==> config.mk <==
export PLATFORM = sky130hd
export DESIGN_NAME = anti_replay_window_check_unit_flat
export DESIGN_NICKNAME = d
export VERILOG_FILES = /design/src/rtl/arwc_pkg.sv /design/src/rtl/arwc_req_if.sv /design/src/rtl/arwc_rsp_if.sv /design/src/rtl/arwc_ram.sv /design/src/rtl/anti_replay_window_check_unit.sv /design/src/flat_wrapper.sv
export SDC_FILE = /design/constraint.sdc
export NUM_CORES = 2
export LEC_CHECK = 0
export BUFFER_PORTS_ARGS = -buffer_cell sky130_fd_sc_hd__buf_2
export CAP_MARGIN = 20
export CORE_UTILIZATION = 55
export CTS_CLUSTER_SIZE = 25
export DETAILED_ROUTE_END_ITERATION = 10
export PLACE_DENSITY = 0.71
export SYNTH_ARGS = -nofsm -noshare
export SYNTH_HDL_FRONTEND = slang
export SYNTH_HIERARCHICAL = 1
export SYNTH_SLANG_ARGS = --single-unit
==> constraint.sdc <==
create_clock -name clk -period 9.22 [get_ports clk]
set_clock_uncertainty 0.05 [all_clocks]
set_input_delay 1.383 -clock clk [delete_from_list [all_inputs] [get_ports clk]]
set_output_delay 1.383 -clock clk [all_outputs]
set_load 0.01 [all_outputs]
==> src/rtl/arwc_pkg.sv <==
// ----------------------------------------------------------------------------
// arwc_pkg: shared constants for the anti-replay window check
// Widths of the counter and bitmap words, default ring size, window size
// and the verdict codes.
// ----------------------------------------------------------------------------
package arwc_pkg;

    localparam int CTR_W           = 64;          // packet counter width
    localparam int BITMAP_W        = 64;          // bits per ring word
    localparam int BIT_W           = 6;           // log2 of BITMAP_W
    localparam int WNUM_W          = CTR_W - BIT_W; // word number width
    localparam int VERDICT_W       = 3;
    localparam int RING_WORDS_DEF  = 32;
    localparam int WINDOW_SIZE     = 1984;
    localparam int MOD_STEPS       = 8;           // remainder bits per cycle

    typedef logic [VERDICT_W-1:0] verdict_t;

    localparam verdict_t VERDICT_FIRST     = 3'd0;
    localparam verdict_t VERDICT_NEW_HIGH  = 3'd1;
    localparam verdict_t VERDICT_IN_WINDOW = 3'd2;
    localparam verdict_t VERDICT_TOO_OLD   = 3'd3;
    localparam verdict_t VERDICT_DUPLICATE = 3'd4;

endpackage

==> src/rtl/arwc_req_if.sv <==
// ----------------------------------------------------------------------------
// arwc_req_if: packet counter channel
// Valid/ready channel that carries one packet counter per transaction.
// ----------------------------------------------------------------------------
interface arwc_req_if import arwc_pkg::*; ();

    logic             valid;
    logic             ready;
    logic [CTR_W-1:0] packet_counter;

    modport source (output valid, output packet_counter, input ready);
    modport sink   (input valid, input packet_counter, output ready);

endinterface

==> src/rtl/arwc_rsp_if.sv <==
// ----------------------------------------------------------------------------
// arwc_rsp_if: verdict channel
// Valid/ready channel that carries the accept flag and verdict code.
// ----------------------------------------------------------------------------
interface arwc_rsp_if import arwc_pkg::*; ();

    logic     valid;
    logic     ready;
    logic     accepted;
    verdict_t verdict;

    modport source (output valid, output accepted, output verdict, input ready);
    modport sink   (input valid, input accepted, input verdict, output ready);

endinterface

==> src/rtl/arwc_ram.sv <==
// ----------------------------------------------------------------------------
// arwc_ram: generic single-port-write, single-port-read RAM
// One write and one registered read per cycle; contents are not reset.
// ----------------------------------------------------------------------------
module arwc_ram import arwc_pkg::*;
#(
    parameter int WIDTH = BITMAP_W,
    parameter int DEPTH = RING_WORDS_DEF,
    localparam int AW   = (DEPTH > 1) ? $clog2(DEPTH) : 1
)
(
    input  logic             clk,
    input  logic             wr_en,
    input  logic [AW-1:0]    wr_addr,
    input  logic [WIDTH-1:0] wr_data,
    input  logic             rd_en,
    input  logic [AW-1:0]    rd_addr,
    output logic [WIDTH-1:0] rd_data
);

    logic [WIDTH-1:0] mem [DEPTH];
    logic [WIDTH-1:0] rd_data_reg;

    always_ff @(posedge clk)
    begin
        if (wr_en)
        begin
            mem[wr_addr] <= wr_data;
        end
        if (rd_en)
        begin
            rd_data_reg <= mem[rd_addr];
        end
    end

    assign rd_data = rd_data_reg;

endmodule

==> src/rtl/anti_replay_window_check_unit.sv <==
// ----------------------------------------------------------------------------
// anti_replay_window_check_unit: sliding-window replay filter
// Flow: a too-old packet goes from S_CLASS to S_DONE; an in-window packet
//   tests and sets its bit in S_READ, S_RMW; the first sets it in S_MARK; a
//   new high in the top's word goes S_SPAN, S_READ, S_RMW, else S_SPAN, S_SWEEP
//   (zeroes crossed ring words), S_MARK. A non-power-of-two ring adds S_MOD
//   (word index remainder, 8 bits a cycle) but not for too-old packets. No
//   overlap: the next is taken as the verdict loads. Reset: ready low in S_INIT.
// Description: keeps the highest accepted counter and a ring bitmap of
//   64-bit words in RAM, and answers accept or reject for each counter.
// ----------------------------------------------------------------------------
module anti_replay_window_check_unit import arwc_pkg::*;
#(
    parameter int RING_WORDS = RING_WORDS_DEF
)
(
    input  logic       clk,
    input  logic       rst_n,
    arwc_req_if.sink   req,
    arwc_rsp_if.source rsp
);

    // ------------------------------------------------------------------
    // Derived sizes
    // ------------------------------------------------------------------
    localparam int IDX_W     = $clog2(RING_WORDS);
    localparam int CNT_W     = IDX_W + 1;          // holds RING_WORDS itself
    localparam int EXT_W     = IDX_W + 1;          // remainder plus one bit
    localparam int MOD_ITERS = CTR_W / MOD_STEPS;
    localparam int MCNT_W    = $clog2(MOD_ITERS);
    localparam bit RING_POW2 = (RING_WORDS & (RING_WORDS - 1)) == 0;

    localparam logic [IDX_W-1:0]  LAST_IDX  = IDX_W'(RING_WORDS - 1);
    localparam logic [MCNT_W-1:0] LAST_MCNT = MCNT_W'(MOD_ITERS - 1);

    typedef enum logic [3:0] {
        S_INIT,     // zero the ring after reset
        S_IDLE,
        S_CLASS,    // compare against the top counter
        S_MOD,      // word number modulo ring size
        S_SPAN,     // size the clearing sweep
        S_SWEEP,    // zero crossed ring words
        S_READ,     // read the ring word
        S_RMW,      // test and set the bit
        S_MARK,     // write the new top's bit into a cleared word
        S_DONE      // hand the verdict to the output register
    } state_t;

    typedef enum logic [1:0] {
        K_FIRST,
        K_HIGH,
        K_WIN
    } kind_t;

    // ------------------------------------------------------------------
    // Registers
    // ------------------------------------------------------------------
    state_t              state_reg,       state_next;
    kind_t               kind_reg,        kind_next;
    logic [CTR_W-1:0]    ctr_reg,         ctr_next;
    logic [CTR_W-1:0]    top_reg,         top_next;
    logic [IDX_W-1:0]    top_idx_reg,     top_idx_next;
    logic                started_reg,     started_next;
    logic [IDX_W-1:0]    idx_reg,         idx_next;
    logic [WNUM_W-1:0]   span_reg,        span_next;
    logic [IDX_W-1:0]    sw_idx_reg,      sw_idx_next;
    logic [CNT_W-1:0]    sw_cnt_reg,      sw_cnt_next;
    logic [CTR_W-1:0]    mod_sh_reg,      mod_sh_next;
    logic [IDX_W-1:0]    mod_rem_reg,     mod_rem_next;
    logic [MCNT_W-1:0]   mod_cnt_reg,     mod_cnt_next;
    logic                res_acc_reg,     res_acc_next;
    verdict_t            res_verdict_reg, res_verdict_next;
    logic                rsp_valid_reg,   rsp_valid_next;
    logic                rsp_acc_reg,     rsp_acc_next;
    verdict_t            rsp_verdict_reg, rsp_verdict_next;

    // ------------------------------------------------------------------
    // Datapath helpers
    // ------------------------------------------------------------------
    logic [WNUM_W-1:0]   ctr_word;
    logic [WNUM_W-1:0]   top_word;
    logic [CTR_W-1:0]    age;
    logic                too_old;
    logic [BITMAP_W-1:0] bit_sel;
    logic [IDX_W-1:0]    sw_idx_inc;
    logic [IDX_W-1:0]    mod_rem_step;
    logic [CTR_W-1:0]    mod_sh_step;
    logic                out_free;
    logic                req_fire;

    logic                ram_wr_en;
    logic [IDX_W-1:0]    ram_wr_addr;
    logic [BITMAP_W-1:0] ram_wr_data;
    logic                ram_rd_en;
    logic [BITMAP_W-1:0] ram_rd_data;

    assign ctr_word   = ctr_reg[CTR_W-1:BIT_W];
    assign top_word   = top_reg[CTR_W-1:BIT_W];
    assign age        = top_reg - ctr_reg;
    assign too_old    = age >= CTR_W'(WINDOW_SIZE);
    assign bit_sel    = BITMAP_W'(1) << ctr_reg[BIT_W-1:0];
    assign sw_idx_inc = (sw_idx_reg == LAST_IDX) ? '0 : sw_idx_reg + 1'b1;

    // Output register frees up when empty or being taken this cycle
    assign out_free  = !rsp_valid_reg || rsp.ready;
    assign req.ready = (state_reg == S_IDLE) || ((state_reg == S_DONE) && out_free);
    assign req_fire  = req.valid && req.ready;

    assign rsp.valid    = rsp_valid_reg;
    assign rsp.accepted = rsp_acc_reg;
    assign rsp.verdict  = rsp_verdict_reg;

    // Restoring remainder: take MOD_STEPS word-number bits per cycle, MSB first
    always_comb
    begin : mod_step
        logic [IDX_W-1:0] r;
        logic [EXT_W-1:0] ext;
        logic [CTR_W-1:0] sh;
        r  = mod_rem_reg;
        sh = mod_sh_reg;
        for (int k = 0; k < MOD_STEPS; k++)
        begin
            ext = {r, sh[CTR_W-1]};
            sh  = sh << 1;
            if (ext >= EXT_W'(RING_WORDS))
            begin
                ext = ext - EXT_W'(RING_WORDS);
            end
            r = ext[IDX_W-1:0];
        end
        mod_rem_step = r;
        mod_sh_step  = sh;
    end

    // Where to go once the ring index of the counter is known
    function automatic state_t route(input kind_t k);
        state_t s;
        case (k)
            K_FIRST: s = S_MARK;
            K_HIGH:  s = S_SPAN;
            K_WIN:   s = S_READ;
            default: s = S_READ;
        endcase
        return s;
    endfunction

    // ------------------------------------------------------------------
    // Next-state logic
    // ------------------------------------------------------------------
    always_comb
    begin
        state_next       = state_reg;
        kind_next        = kind_reg;
        ctr_next         = ctr_reg;
        top_next         = top_reg;
        top_idx_next     = top_idx_reg;
        started_next     = started_reg;
        idx_next         = idx_reg;
        span_next        = span_reg;
        sw_idx_next      = sw_idx_reg;
        sw_cnt_next      = sw_cnt_reg;
        mod_sh_next      = mod_sh_reg;
        mod_rem_next     = mod_rem_reg;
        mod_cnt_next     = mod_cnt_reg;
        res_acc_next     = res_acc_reg;
        res_verdict_next = res_verdict_reg;
        rsp_valid_next   = rsp_valid_reg && !rsp.ready;
        rsp_acc_next     = rsp_acc_reg;
        rsp_verdict_next = rsp_verdict_reg;

        ram_wr_en   = 1'b0;
        ram_wr_addr = idx_reg;
        ram_wr_data = '0;
        ram_rd_en   = 1'b0;

        case (state_reg)
            S_INIT:
            begin
                // Zero one ring word per cycle after reset
                ram_wr_en   = 1'b1;
                ram_wr_addr = sw_idx_reg;
                sw_idx_next = sw_idx_inc;
                if (sw_idx_reg == LAST_IDX)
                begin
                    state_next = S_IDLE;
                end
            end

            S_IDLE:
            begin
                if (req_fire)
                begin
                    ctr_next   = req.packet_counter;
                    state_next = S_CLASS;
                end
            end

            S_CLASS:
            begin
                span_next    = ctr_word - top_word;
                mod_sh_next  = {{BIT_W{1'b0}}, ctr_word};
                mod_rem_next = '0;
                mod_cnt_next = '0;
                if (!started_reg)
                begin
                    kind_next = K_FIRST;
                end
                else if (ctr_reg > top_reg)
                begin
                    kind_next = K_HIGH;
                end
                else
                begin
                    kind_next = K_WIN;
                end

                if (started_reg && (ctr_reg <= top_reg) && too_old)
                begin
                    // Too old: drop without touching the ring
                    res_acc_next     = 1'b0;
                    res_verdict_next = VERDICT_TOO_OLD;
                    state_next       = S_DONE;
                end
                else if (RING_POW2)
                begin
                    idx_next   = ctr_reg[BIT_W +: IDX_W];
                    state_next = route(kind_next);
                end
                else
                begin
                    state_next = S_MOD;
                end
            end

            S_MOD:
            begin
                mod_sh_next  = mod_sh_step;
                mod_rem_next = mod_rem_step;
                mod_cnt_next = mod_cnt_reg + 1'b1;
                if (mod_cnt_reg == LAST_MCNT)
                begin
                    idx_next   = mod_rem_step;
                    state_next = route(kind_reg);
                end
            end

            S_SPAN:
            begin
                if (span_reg == '0)
                begin
                    // Same word as the old top: just set the bit
                    state_next = S_READ;
                end
                else
                begin
                    // Clear words after the old top's word, whole ring at most
                    sw_idx_next = (top_idx_reg == LAST_IDX) ? '0 : top_idx_reg + 1'b1;
                    if (span_reg >= WNUM_W'(RING_WORDS))
                    begin
                        sw_cnt_next = CNT_W'(RING_WORDS);
                    end
                    else
                    begin
                        sw_cnt_next = span_reg[CNT_W-1:0];
                    end
                    state_next = S_SWEEP;
                end
            end

            S_SWEEP:
            begin
                ram_wr_en   = 1'b1;
                ram_wr_addr = sw_idx_reg;
                sw_idx_next = sw_idx_inc;
                sw_cnt_next = sw_cnt_reg - 1'b1;
                if (sw_cnt_reg == CNT_W'(1))
                begin
                    state_next = S_MARK;
                end
            end

            S_READ:
            begin
                ram_rd_en  = 1'b1;
                state_next = S_RMW;
            end

            S_RMW:
            begin
                if ((kind_reg == K_WIN) && ((ram_rd_data & bit_sel) != '0))
                begin
                    res_acc_next     = 1'b0;
                    res_verdict_next = VERDICT_DUPLICATE;
                end
                else
                begin
                    ram_wr_en    = 1'b1;
                    ram_wr_data  = ram_rd_data | bit_sel;
                    res_acc_next = 1'b1;
                    if (kind_reg == K_HIGH)
                    begin
                        res_verdict_next = VERDICT_NEW_HIGH;
                        top_next         = ctr_reg;
                        top_idx_next     = idx_reg;
                    end
                    else
                    begin
                        res_verdict_next = VERDICT_IN_WINDOW;
                    end
                end
                state_next = S_DONE;
            end

            S_MARK:
            begin
                // Word is known to be zero: write the bit alone
                ram_wr_en        = 1'b1;
                ram_wr_data      = bit_sel;
                res_acc_next     = 1'b1;
                res_verdict_next = (kind_reg == K_FIRST) ? VERDICT_FIRST : VERDICT_NEW_HIGH;
                top_next         = ctr_reg;
                top_idx_next     = idx_reg;
                started_next     = 1'b1;
                state_next       = S_DONE;
            end

            S_DONE:
            begin
                if (out_free)
                begin
                    rsp_valid_next   = 1'b1;
                    rsp_acc_next     = res_acc_reg;
                    rsp_verdict_next = res_verdict_reg;
                    if (req_fire)
                    begin
                        ctr_next   = req.packet_counter;
                        state_next = S_CLASS;
                    end
                    else
                    begin
                        state_next = S_IDLE;
                    end
                end
            end

            default:
            begin
                state_next = S_IDLE;
            end
        endcase
    end

    // ------------------------------------------------------------------
    // State and registered outputs
    // ------------------------------------------------------------------
    always_ff @(posedge clk or negedge rst_n)
    begin
        if (!rst_n)
        begin
            state_reg       <= S_INIT;
            kind_reg        <= K_FIRST;
            ctr_reg         <= '0;
            top_reg         <= '0;
            top_idx_reg     <= '0;
            started_reg     <= 1'b0;
            idx_reg         <= '0;
            span_reg        <= '0;
            sw_idx_reg      <= '0;
            sw_cnt_reg      <= '0;
            mod_sh_reg      <= '0;
            mod_rem_reg     <= '0;
            mod_cnt_reg     <= '0;
            res_acc_reg     <= 1'b0;
            res_verdict_reg <= VERDICT_FIRST;
            rsp_valid_reg   <= 1'b0;
            rsp_acc_reg     <= 1'b0;
            rsp_verdict_reg <= VERDICT_FIRST;
        end
        else
        begin
            state_reg       <= state_next;
            kind_reg        <= kind_next;
            ctr_reg         <= ctr_next;
            top_reg         <= top_next;
            top_idx_reg     <= top_idx_next;
            started_reg     <= started_next;
            idx_reg         <= idx_next;
            span_reg        <= span_next;
            sw_idx_reg      <= sw_idx_next;
            sw_cnt_reg      <= sw_cnt_next;
            mod_sh_reg      <= mod_sh_next;
            mod_rem_reg     <= mod_rem_next;
            mod_cnt_reg     <= mod_cnt_next;
            res_acc_reg     <= res_acc_next;
            res_verdict_reg <= res_verdict_next;
            rsp_valid_reg   <= rsp_valid_next;
            rsp_acc_reg     <= rsp_acc_next;
            rsp_verdict_reg <= rsp_verdict_next;
        end
    end

    // ------------------------------------------------------------------
    // Ring bitmap storage
    // ------------------------------------------------------------------
    arwc_ram #(
        .WIDTH (BITMAP_W),
        .DEPTH (RING_WORDS)
    ) u_ring (
        .clk     (clk),
        .wr_en   (ram_wr_en),
        .wr_addr (ram_wr_addr),
        .wr_data (ram_wr_data),
        .rd_en   (ram_rd_en),
        .rd_addr (idx_reg),
        .rd_data (ram_rd_data)
    );

endmodule

==> src/flat_wrapper.sv <==
// flat-port wrapper written by rule: the top's interface ports become plain ports
module anti_replay_window_check_unit_flat import arwc_pkg::*;
#(
    parameter int RING_WORDS = RING_WORDS_DEF
)
  (clk, rst_n, req_valid, req_packet_counter, req_ready, rsp_valid, rsp_accepted, rsp_verdict, rsp_ready);
  arwc_req_if req_i ();
  arwc_rsp_if rsp_i ();
  input  logic clk;
  input  logic rst_n;
  input wire logic [$bits(req_i.valid)-1:0] req_valid;
  input wire logic [$bits(req_i.packet_counter)-1:0] req_packet_counter;
  output wire logic [$bits(req_i.ready)-1:0] req_ready;
  output wire logic [$bits(rsp_i.valid)-1:0] rsp_valid;
  output wire logic [$bits(rsp_i.accepted)-1:0] rsp_accepted;
  output wire logic [$bits(rsp_i.verdict)-1:0] rsp_verdict;
  input wire logic [$bits(rsp_i.ready)-1:0] rsp_ready;
  assign req_i.valid = req_valid;
  assign req_i.packet_counter = req_packet_counter;
  assign req_ready = req_i.ready;
  assign rsp_valid = rsp_i.valid;
  assign rsp_accepted = rsp_i.accepted;
  assign rsp_verdict = rsp_i.verdict;
  assign rsp_i.ready = rsp_ready;
  anti_replay_window_check_unit #(.RING_WORDS(RING_WORDS)) u_core (.clk(clk), .rst_n(rst_n), .req(req_i), .rsp(rsp_i));
endmodule
==> summary.txt <==
Cells and area
  – Fillers: 12,400
  – Final std cells w/o fill: slightly above 8,000
  – Largest register by flop count: u_core/u_ring/mem
  – Share of cells above drive strength 1: 24.3%
  – Area of the multi-input gates: 28,300 sq um
  – Sequential cell area: 70,100 sq um
  – Number of nets in the layout: 5,955
  – Max FFs per register: between 2,000 and 2,500
  – Area grow syn2layout: 12.2%

Synthesis
  – Top cells by area, synth: edfxtp_1, mux4_2, dfrtp_1, mux2_2, ha_1
  – EDFF count, synth: 2,112
  – Asr flop ratio synth: 11.2%
  – Cell taking the most area after synthesis: edfxtp_1
  – Most common cell in the netlist: edfxtp_1
  – Synthesized net count: slightly below 6,000
  – Compound-Gate Fraction of Synth Area: 5.24%
  – Post-synth top flop: edfxtp_1
  – Avg Synthesized Cell Area: 17.9 sq um
  – Synth Area in Adders: 1.64%
  – Multiplexer share of the synthesized area: 16.4%
  – Cell count after synthesis: 5,581
  – Synth Area in XOR/XNOR: 0.764%
  – Synth Cell Area: about 100,000 sq um
  – Synth cell types: 83
  – Simple-gate share of the synthesized area: 3.87%
  – Top-area cell type share of the netlist area: 63.6%
  – Sequential area share after synthesis: between 70% and 80%
  – Yosys warnings: 6
  – Largest family of logic cells by synthesized area: multiplexers
  – Synthesis-stage register bit count: ~2,400
  – Synth cell count leaders: edfxtp_1, mux4_2, nand2_1

Min path
  – Worst hold-check path type: register to register

Floorplan
  – Ports: 74
  – DIE HEIGHT: 428 um
  – FP Rows: 155
  – Die area: between 150,000 and 200,000 sq um
  – Core area: approximately 180,000 sq um
  – Die W: ~430 um
  – Starting Density: 55.6%

Drt
  – Total Wirelength: approximately 280 mm
  – DR iter-0 viols: 7,111
  – 1st-pass router iterations: 6
  – Post-route DRC violation count: 0
  – Via Count: 55,400
  – WL per Instance: 33.3 um
  – Routed vias/inst: 6.66
  – Final ANT Viol Nets: 0

STA
  – Actual slew at the worst max-slew pin: between 1000 and 1500 ps
  – Period Utilization, post-route: between 70% and 80%
  – Max-slew violations: 0
  – Hold WS: 419 ps
  – Final hold viol count: 0
  – Slew Limit Headroom: between 20% and 30%
  – Unrepaired setup endpoints after global routing: false
  – Minimum clock period: roughly 7200 ps
  – Maximum achievable frequency: roughly 0.14 GHz
  – Final setup vio count: 0
  – Setup TNS: 0 ps

Setup path
  – Crit path max-delay cell type: dfrtp_1
  – CP max stage delay: 1050 ps
  – Critical Path Fanout Max: 37
  – Crit path cell chain: nand2b_1 > nor3_1 > a222oi_1 > nand2_1 > a21oi_1 > a21oi_1 > a21oi_1 > o211ai_1 > nand3b_1 > nor2b_4 > buf_4 > nor2_1 > nand2_1 > nand3b_1 > nor2_4 > buf_4 > buf_4
  – Worst endpoint required time: 9630 ps
  – Crit path DAT: 7640 ps
  – Setup CP Type: register to register
  – CP Launch Type: register
  – CP Buf/Inv Count: 3
  – Crit path max-delay family: simple AND/OR/NAND/NOR gates
  – Setup crit end kind: register

GRT
  – Remaining global-route overflow: 0
  – All-Layer GR Usage: 30.3%
  – First-pass GRT wire length: between 300 and 400 mm
  – Initial antenna violation count: 14
  – Largest net degree at the start of global routing: between 100 and 150
  – Vias in the first global route: 55,000

Placed design
  – Detailed Place HPWL: 160 mm
  – Placed Instances: just under 8,000
  – I/O Buffers: 73
  – RePlAce Congestion: 0.953

Clocking
  – Hold bufs inserted after CTS: 0
  – H-tree levels: 4
  – Clk slew on worst S/H paths: 60 ps
  – Clk sinks: 2,378
  – Clk_lat worst skew: 880 ps
  – Resize count post-CTS: 0
  – Inserted Clock Buffers: 229
  – Clk root buf: clkbuf_16
  – Max clock buf depth: 3
  – Setup Fix Bufs, Post-CTS: 0
  – CTS tree: built

Outcome
  – Outcome: complete, no violations

Run
  – Max-Cap Viols: 0

Power and ir drop
  – Static Leakage: about 38 nW
  – Power Density: 344 nW/um^2
  – VDD IR max: 0.349 mV
cell families (layout without fill, tap and decap cells):
logic type / after synthesis / in the layout
DFF: 2378 / 2378
muxes: 860 / 860
AOI/OAI and AO/OA: 846 / 846
and+or+nand+nor: 842 / 842
buffers and inverters: 438 / 816
adders and majority gates: 130 / 130
xor gates and xnor gates: 87 / 87
other: 0 / 2
through the flow:
stage / utilization (%) / setup WS, ps / total power (W) / area, sq um
CTS: 62.2 / 2100 / 0.0385 / 112000
global placement: 57.6 / 2200 / 0.0288 / 103000
finish: 62.4 / 1990 / 0.0385 / 112000
global route: 62.4 / 1750 / 0.0399 / 112000
floorplan: - / 2940 / 0.0239 / 99800
detailed placement: 57.8 / 2120 / 0.0289 / 104000
final timing paths:
check / slack [ps] / end / start / cells past startpoint
worst max-delay path: 1990 / u_core/u_ring/mem[22][21] / u_core/ctr_reg[0] / 17
worst min-delay path: 420 / u_core/span_reg[22] / u_core/span_reg[22] / 2
worst max register to register: 1990 / u_core/u_ring/mem[22][21] / u_core/ctr_reg[0] / 17
worst min register to register: 420 / u_core/span_reg[22] / u_core/span_reg[22] / 2
max in group asynchronous: 7250 / u_core/top_reg[47] / rst_n / 2
min in group asynchronous: 500 / u_core/span_reg[9] / rst_n / 1
cells in the final DEF (no fill, tap or decap), drive strengths merged, types with 49 or more instances in the layout:
cell type,instances
mux2,175
clkbuf,280
buf,233
nand3,49
inv,154
clkinv,110
a21oi,216
dfrtp,266
o21ai,297
mux4,603
nand2,346
a21o,65
edfxtp,2112
nor2,202
ha,129
mux2i,82
xnor2,60
layer usage:
layer	vias to the layer above	GRT usage [%]	routed length, um
li1	22800	-	-
met1	28900	41.0	104000
met2	3141	49.8	137000
met3	560	4.70	24400
met4	2	11.9	11900
met5	-	0	12
power by group:
part           total (W)  switching, W  internal, W
Sequential        0.0143      0.000990       0.0134
Clock            0.00958       0.00414      0.00545
Combinational     0.0145       0.00905      0.00549
worst min-delay path, stage by stage, from the launching register on:
cell and delay (ps):
dfrtp_1 340, nand2_1 50, nand2_1 50
area by class of cell:
type	count	area share, %
Inverter	150	0.503
Timing Repair Buffer	233	2.00
Clock buffer	280	5.36
Sequential cell	2378	62.6
Multi-Input combinational cell	2765	25.3
Tap cell	2355	2.63
Antenna cell	2	0.00447
Clock inverter	153	1.59
(Power assumes the default switching activity.)
